## config.mk

```make
export PLATFORM = sky130hd
export DESIGN_NAME = dependency_aware_task_dispatcher_core_flat
export DESIGN_NICKNAME = d
export VERILOG_FILES = /design/src/design/dtd_pkg.sv /design/src/design/dtd_if.sv /design/src/design/dtd_ram.sv /design/src/design/dependency_aware_task_dispatcher_core.sv /design/src/flat_wrapper.sv
export SDC_FILE = /design/constraint.sdc
export NUM_CORES = 1
export LEC_CHECK = 0
export BUFFER_PORTS_ARGS = -buffer_cell sky130_fd_sc_hd__buf_2
export CORE_AREA = 2 2 395 397
export DETAILED_ROUTE_END_ITERATION = 16
export DIE_AREA = 0 0 397 399
export GPL_TIMING_DRIVEN = 0
export PLACE_DENSITY_LB_ADDON = 0.15
export SETUP_SLACK_MARGIN = 0.3
export SLEW_MARGIN = 30
export SYNTH_ARGS = -nofsm -noshare
export SYNTH_HDL_FRONTEND = slang
export SYNTH_HIERARCHICAL = 1
export SYNTH_SLANG_ARGS = --single-unit
```

## constraint.sdc

```tcl
create_clock -name clk -period 6.5 [get_ports clk]
set_input_delay 1.625 -clock clk [delete_from_list [all_inputs] [get_ports clk]]
set_output_delay 1.625 -clock clk [all_outputs]
set_load 0.01 [all_outputs]
```

## src/design/dtd_pkg.sv

```systemverilog
package dtd_pkg;

    // Request codes
    typedef enum logic [1:0] {
        REQ_LOAD  = 2'd0,
        REQ_POP   = 2'd1,
        REQ_MARK  = 2'd2,
        REQ_CLEAR = 2'd3
    } req_t;

    localparam int IdentW = 5;
    localparam int MaskW  = 32;

    // Input beat
    typedef struct packed {
        req_t                req_type;
        logic [IdentW-1:0]   task_ident;
        logic [MaskW-1:0]    parent_mask;
    } req_beat_t;

    // Output beat
    typedef struct packed {
        logic                task_valid;
        logic [IdentW-1:0]   out_ident;
        logic                last_task;
        logic                table_full;
    } rsp_beat_t;

    // One table entry as stored in the RAM
    typedef struct packed {
        logic [IdentW-1:0]   ident;
        logic [MaskW-1:0]    parents;
    } entry_t;

endpackage

```

## src/design/dtd_if.sv

```systemverilog
interface dtd_req_if;
    import dtd_pkg::*;

    logic      valid;
    logic      ready;
    req_beat_t data;

    modport source (output valid, output data, input ready);
    modport sink   (input valid, input data, output ready);
endinterface

interface dtd_rsp_if;
    import dtd_pkg::*;

    logic      valid;
    logic      ready;
    rsp_beat_t data;

    modport source (output valid, output data, input ready);
    modport sink   (input valid, input data, output ready);
endinterface

```

## src/design/dtd_ram.sv

```systemverilog
module dtd_ram #(
    parameter int WIDTH = 8,
    parameter int DEPTH = 16
) (
    input  logic                     clk,
    input  logic                     we,
    input  logic [$clog2(DEPTH)-1:0] waddr,
    input  logic [WIDTH-1:0]         wdata,
    input  logic [$clog2(DEPTH)-1:0] raddr,
    output logic [WIDTH-1:0]         rdata
);

    logic [WIDTH-1:0] mem [DEPTH];
    logic [WIDTH-1:0] rdata_reg;

    // Single write port, registered read port
    always_ff @(posedge clk)
    begin
        if (we)
        begin
            mem[waddr] <= wdata;
        end
        rdata_reg <= mem[raddr];
    end

    assign rdata = rdata_reg;

endmodule

```

## src/design/dependency_aware_task_dispatcher_core.sv

```systemverilog
// Channel  | Modport | Payload                                        | Beat
// ---------+---------+------------------------------------------------+------------------------
// task_req | sink    | req_type, task_ident, parent_mask              | one request
// task_rsp | source  | task_valid, out_ident, last_task, table_full   | one result per request
//
// Steps per request, from the accept state up to the result register: load, mark
// done, clear and a pop past the end go from idle straight to the result state.
// A pop reads, then checks, each entry from the dispatch position on; the first ready
// one is written to the dispatch position and the displaced entry to its slot before
// the result state; if none is ready below the count, no task is returned. The table
// RAM has one read port with registered data, so each entry is read, then checked.
// Reset clears count, dispatch position, done flags and handshake state; the table
// itself is not cleared, only entries below the count are ever read.
// A finished result waits in the output register; the next request is taken meanwhile
// and its result is held back until the output register frees up.
module dependency_aware_task_dispatcher_core #(
    parameter int MAX_TASKS = 32
) (
    input logic     clk,
    input logic     rst_n,
    dtd_req_if.sink   task_req,
    dtd_rsp_if.source task_rsp
);
    import dtd_pkg::*;

    localparam int IDX_W = $clog2(MAX_TASKS);
    localparam int CNT_W = $clog2(MAX_TASKS + 1);
    localparam logic [CNT_W-1:0] CNT_ONE = CNT_W'(1);
    localparam logic [CNT_W-1:0] CNT_MAX = CNT_W'(MAX_TASKS);

    typedef enum logic [5:0] {
        S_IDLE = 6'b000001,
        S_RD   = 6'b000010,
        S_CHK  = 6'b000100,
        S_WR1  = 6'b001000,
        S_WR2  = 6'b010000,
        S_RESP = 6'b100000
    } state_t;

    state_t           state_reg, state_next;
    logic [CNT_W-1:0] count_reg, count_next;
    logic [CNT_W-1:0] pos_reg, pos_next;
    logic [CNT_W-1:0] scan_reg, scan_next;
    logic [MaskW-1:0] done_reg, done_next;
    entry_t           pos_data_reg, pos_data_next;
    entry_t           found_reg, found_next;
    rsp_beat_t        res_reg, res_next;
    logic             out_valid_reg, out_valid_next;
    rsp_beat_t        out_data_reg, out_data_next;

    logic             ram_we;
    logic [IDX_W-1:0] ram_waddr;
    entry_t           ram_wdata;
    logic [IDX_W-1:0] ram_raddr;
    logic [$bits(entry_t)-1:0] ram_rdata;
    entry_t           rd_entry;
    logic             in_acc;
    logic             entry_ready;

    // Task table
    dtd_ram #(
        .WIDTH ($bits(entry_t)),
        .DEPTH (MAX_TASKS)
    ) u_table (
        .clk   (clk),
        .we    (ram_we),
        .waddr (ram_waddr),
        .wdata (ram_wdata),
        .raddr (ram_raddr),
        .rdata (ram_rdata)
    );

    assign ram_raddr   = scan_reg[IDX_W-1:0];
    assign rd_entry    = entry_t'(ram_rdata);
    assign entry_ready = (rd_entry.parents & ~done_reg) == '0;

    assign task_req.ready = (state_reg == S_IDLE);
    assign in_acc         = task_req.valid && task_req.ready;

    assign task_rsp.valid = out_valid_reg;
    assign task_rsp.data  = out_data_reg;

    // Sequencer
    always_comb
    begin
        state_next     = state_reg;
        count_next     = count_reg;
        pos_next       = pos_reg;
        scan_next      = scan_reg;
        done_next      = done_reg;
        pos_data_next  = pos_data_reg;
        found_next     = found_reg;
        res_next       = res_reg;
        out_valid_next = out_valid_reg;
        out_data_next  = out_data_reg;
        ram_we         = 1'b0;
        ram_waddr      = count_reg[IDX_W-1:0];
        ram_wdata      = entry_t'{ident: task_req.data.task_ident,
                                  parents: task_req.data.parent_mask};

        // output register drains independently
        if (out_valid_reg && task_rsp.ready)
        begin
            out_valid_next = 1'b0;
        end

        unique case (state_reg)
            S_IDLE:
            begin
                if (in_acc)
                begin
                    res_next   = '0;
                    state_next = S_RESP;
                    unique case (task_req.data.req_type)
                        REQ_LOAD:
                        begin
                            if (count_reg == CNT_MAX)
                            begin
                                res_next.table_full = 1'b1;
                            end
                            else
                            begin
                                ram_we     = 1'b1;
                                count_next = count_reg + CNT_ONE;
                            end
                        end
                        REQ_POP:
                        begin
                            if (pos_reg != count_reg)
                            begin
                                scan_next  = pos_reg;
                                state_next = S_RD;
                            end
                        end
                        REQ_MARK:
                        begin
                            done_next = done_reg | (MaskW'(1) << task_req.data.task_ident);
                        end
                        REQ_CLEAR:
                        begin
                            count_next = '0;
                            pos_next   = '0;
                            done_next  = '0;
                        end
                        default:
                        begin
                            state_next = S_RESP;
                        end
                    endcase
                end
            end
            S_RD:
            begin
                state_next = S_CHK;
            end
            S_CHK:
            begin
                if (scan_reg == pos_reg)
                begin
                    pos_data_next = rd_entry;
                end
                if (entry_ready)
                begin
                    found_next = rd_entry;
                    state_next = S_WR1;
                end
                else if (scan_reg + CNT_ONE == count_reg)
                begin
                    state_next = S_RESP;
                end
                else
                begin
                    scan_next  = scan_reg + CNT_ONE;
                    state_next = S_RD;
                end
            end
            S_WR1:
            begin
                // ready task moves to the dispatch position
                ram_we     = 1'b1;
                ram_waddr  = pos_reg[IDX_W-1:0];
                ram_wdata  = found_reg;
                state_next = S_WR2;
            end
            S_WR2:
            begin
                // displaced entry takes the vacated slot
                ram_we              = 1'b1;
                ram_waddr           = scan_reg[IDX_W-1:0];
                ram_wdata           = pos_data_reg;
                pos_next            = pos_reg + CNT_ONE;
                res_next.task_valid = 1'b1;
                res_next.out_ident  = found_reg.ident;
                res_next.last_task  = (pos_reg + CNT_ONE) == count_reg;
                state_next          = S_RESP;
            end
            S_RESP:
            begin
                if (!out_valid_reg || task_rsp.ready)
                begin
                    out_valid_next = 1'b1;
                    out_data_next  = res_reg;
                    state_next     = S_IDLE;
                end
            end
            default:
            begin
                state_next = S_IDLE;
            end
        endcase
    end

    // Control state
    always_ff @(posedge clk or negedge rst_n)
    begin
        if (!rst_n)
        begin
            state_reg     <= S_IDLE;
            count_reg     <= '0;
            pos_reg       <= '0;
            done_reg      <= '0;
            out_valid_reg <= 1'b0;
        end
        else
        begin
            state_reg     <= state_next;
            count_reg     <= count_next;
            pos_reg       <= pos_next;
            done_reg      <= done_next;
            out_valid_reg <= out_valid_next;
        end
    end

    // Payload registers
    always_ff @(posedge clk)
    begin
        scan_reg     <= scan_next;
        pos_data_reg <= pos_data_next;
        found_reg    <= found_next;
        res_reg      <= res_next;
        out_data_reg <= out_data_next;
    end

`ifndef ASSERT_OFF
    a_pos_le_count: assert property (@(posedge clk) disable iff (!rst_n)
        pos_reg <= count_reg)
        else $error("dispatch position beyond entry count");

    a_count_le_max: assert property (@(posedge clk) disable iff (!rst_n)
        count_reg <= CNT_MAX)
        else $error("entry count beyond table size");

    a_last_needs_valid: assert property (@(posedge clk) disable iff (!rst_n)
        (out_valid_reg && out_data_reg.last_task) |-> out_data_reg.task_valid)
        else $error("last_task without a dispatched task");

    a_clear_empties: assert property (@(posedge clk) disable iff (!rst_n)
        (in_acc && task_req.data.req_type == REQ_CLEAR)
            |=> (count_reg == '0 && pos_reg == '0 && done_reg == '0))
        else $error("clear left state behind");
`endif

endmodule
```

## src/flat_wrapper.sv

```systemverilog
// flat-port wrapper written by rule: the top's interface ports become plain ports
module dependency_aware_task_dispatcher_core_flat import dtd_pkg::*;
#(
    parameter int MAX_TASKS = 32
)
  (clk, rst_n, task_req_valid, task_req_data, task_req_ready, task_rsp_valid, task_rsp_data, task_rsp_ready);
  dtd_req_if task_req_i ();
  dtd_rsp_if task_rsp_i ();
  input logic clk;
  input logic rst_n;
  input wire logic [$bits(task_req_i.valid)-1:0] task_req_valid;
  input wire logic [$bits(task_req_i.data)-1:0] task_req_data;
  output wire logic [$bits(task_req_i.ready)-1:0] task_req_ready;
  output wire logic [$bits(task_rsp_i.valid)-1:0] task_rsp_valid;
  output wire logic [$bits(task_rsp_i.data)-1:0] task_rsp_data;
  input wire logic [$bits(task_rsp_i.ready)-1:0] task_rsp_ready;
  assign task_req_i.valid = task_req_valid;
  assign task_req_i.data = task_req_data;
  assign task_req_ready = task_req_i.ready;
  assign task_rsp_valid = task_rsp_i.valid;
  assign task_rsp_data = task_rsp_i.data;
  assign task_rsp_i.ready = task_rsp_ready;
  dependency_aware_task_dispatcher_core #(.MAX_TASKS(MAX_TASKS)) u_core (.clk(clk), .rst_n(rst_n), .task_req(task_req_i), .task_rsp(task_rsp_i));
endmodule
```

==> impl_metrics.csv <==
group,metric,value,unit
placed_design,dp_hpwl,110000,um
status,status,"complete, no violations",
finish,final_cells,5665,
worst_setup_path,crit_path_cell_trace,"nor4_4 -> nand2_2 -> inv_1 -> clkbuf_1 -> a22oi_1 -> nand2_1 -> nand3b_1 -> nor2_4 -> buf_16 -> buf_16",
pwr,leakage,22.1,nW
placed_design,post_dp_cell_area,58800,um^2
cts,clock_latency,0.79,ns
finish,regMostFlops,"u_core/u_table/mem",
synth,syn_area_per_cell,16.7,um^2
worst_setup_path,cp_max_fo,14,
pwr,power,26.1,mW
routing,vias_per_cell,5.25,
synth,synth_cell_types,63,
cts,htreeDepth,4,
cts,root_buffer,"clkbuf_16",
synth,synthCells,3205,
timing,slew_viol_final,0,
cts,clk_pin_slew_worst_paths,0.06,ns
floorplanning,start_util,0.349,
worst_setup_path,path_delay_family,"simple AND/OR/NAND/NOR gates",
hold_path,hold_depth,0,
timing,setup_violations,0,
synth,yosysSeqAreaShare,0.754,
finish,num-fill-cells,13800,
floorplanning,rows,144,
finish,utilization,0.414,
worst_setup_path,cpPeakStageDelay,0.83,ns
timing,skew,0.0294,ns
worst_setup_path,crit_top_cell,"buf_16",
floorplanning,core_area,154000,um^2
synth,syn-cell-area,53600,um^2
cts,ctsResizeCount,0,
synth,synth_common_cells,"edfxtp_1 (1280), mux2i_1 (592), nand2_1 (220), a22oi_1 (153)",
finish,largest_reg_flops,1184,
timing,setup_ws,1.48,ns
finish,fin_nets,3541,
timing,worst_slew_pin_slew,1.06,ns
synth,synthTopCellsByArea,"edfxtp_1 (72%), mux2i_1 (11%), dfrtp_1 (2.3%), a22oi_1 (2.1%), nand2_1 (1.5%)",
synth,async_flop_share,0.0373,
worst_setup_path,r2r_cells,10,
synth,synth_top_cell_by_area,"edfxtp_1",
worst_setup_path,cp_slowest_cell,"nor2_4",
global_route,grt_pass1_wl,223000,um
routing,routed_wl,158000,um
global_route,first_global_vias,29300,
synth,synth_top_area_share,0.717,
floorplanning,die_y,399,um
routing,drt_iter0_drc,2742,
global_route,overflow,0,
timing,tns,0,ns
pwr,powerDensity,410,nW/um^2
finish,drive_gt1_frac,0.153,
hold_path,hold_path_class,"reg -> reg",
cts,post-cts-setup-buffer-count,0,
timing,whs,0.418,ns
global_route,grt_usage,0.200,
timing,fin_crit_sh,0.772,
routing,dr.pass1.iters,5,
synth,ys_ff_latch,1368,
cts,cts_hold_repair.buffers,0,
worst_setup_path,crit_path_end_kind,"register",
cts,clock-sinks,1368,
synth,synth_edf_count,1280,
timing,grt_setup_unrepaired,"no",
worst_setup_path,crit_path_start_kind,"register",
routing,ant_nets,0,
placed_design,portBuffers,50,
finish,syn2layout_area_growth,18.6,%
timing,slew_headroom,0.296,
worst_setup_path,arrival,5.49,ns
cts,cts_buffers,150,
worst_setup_path,crit_buf_inv,4,
pwr,ir_worst_vdd,0.327,mV
synth,ys_warn_count,6,
synth,ys.flop_type,"edfxtp_1",
placed_design,dpl_worst_slack,1.20,ns
routing,drt_drc_violations_left,0,
timing,finalHoldViolations,0,
cts,cts_tree,"built",
worst_setup_path,required,6.98,ns
timing,fin_crit,5.02,ns
run,cap_violations,0,
cts,clk_path_buf_depth,3,
worst_setup_path,crit_type,"reg -> reg",
synth,syn_nets,3252,
placed_design,gp_congestion,0.811,
floorplanning,die_w,397,um
global_route,antenna_found_initial,17,
floorplanning,ios,53,
finish,stdcell_area,63600,um^2
placed_design,dp_cells,5386,
global_route,grt_max_degree,52,
synth,synth_most_common_cell,"edfxtp_1",
floorplanning,dieArea,158000,um^2
routing,drt-wirelength-per-cell,28.0,um
routing,vias,29700,
timing,fmax,199,MHz
worst_setup_path,crit_cells,10,
kinds of logic after synthesis:
| logic type | count (synthesis) | share of synthesized area |
|---|---|---|
| DFF | 1368 | 0.754 |
| muxes | 594 | 0.111 |
| and+or+nand+nor | 568 | 0.0503 |
| AOI/OAI and AO/OA | 444 | 0.0568 |
| buffers and inverters | 196 | 0.0213 |
| xor gates and xnor gates | 31 | 0.00532 |
| adders and majority gates | 4 | 0.000933 |
cells in the final DEF (no fill, tap or decap), types with 75 or more instances in the layout:
master     instances
edfxtp_1        1280
a21oi_1          128
a22oi_1          153
nand2_1          183
clkbuf_1          98
clkbuf_16        155
mux2i_1          592
nand3_1          128
a22o_1            75
buf_2            110
routing by layer:
layer  vias up  routed length (um)  GRT usage
met1     15500               70800      0.283
met4         2                3160     0.0512
li1      13100                   -          -
met2       876               74700      0.320
met3       175                9710     0.0347
met5         -                  13          0
final cells by class:
type | instances | area (um^2) | area share
Antenna cell | 5 | 12.5 | 0.000197
Clock inverter | 73 | 592 | 0.00931
Sequential cell | 1368 | 40500 | 0.636
Multi-Input combinational cell | 1641 | 12400 | 0.195
Tap cell | 2044 | 2560 | 0.0402
Inverter | 17 | 63.8 | 0.00100
Buffer | 179 | 1080 | 0.0170
Timing Repair Buffer | 137 | 2310 | 0.0364
Clock buffer | 201 | 4140 | 0.0651
where the power goes:
part | total (mW) | leakage, nW | internal (mW) | switching, mW
Sequential | 10.4 | 12.5 | 10.0 | 0.334
Clock | 8.20 | 2.32 | 4.76 | 3.44
Combinational | 7.50 | 7.27 | 2.53 | 4.97
final timing paths:
path | start | to | slack, ns
min | u_core/res_reg[4]$_DFFE_PP_ | u_core/task_rsp.data[4]$_DFFE_PP_ | 0.42
max reg2reg | u_core/state_reg[2]$_DFFE_PN0P_ | u_core/u_table/mem[25][31]$_DFFE_PP_ | 1.48
max | u_core/state_reg[2]$_DFFE_PN0P_ | u_core/u_table/mem[25][31]$_DFFE_PP_ | 1.48
min in group asynchronous | rst_n | u_core/task_rsp.valid$_DFF_PN0_ | 0.88
max in group asynchronous | rst_n | u_core/done_reg[0]$_DFFE_PN0P_ | 5.13
min reg2reg | u_core/res_reg[4]$_DFFE_PP_ | u_core/task_rsp.data[4]$_DFFE_PP_ | 0.42
(Power assumes the default switching activity.)
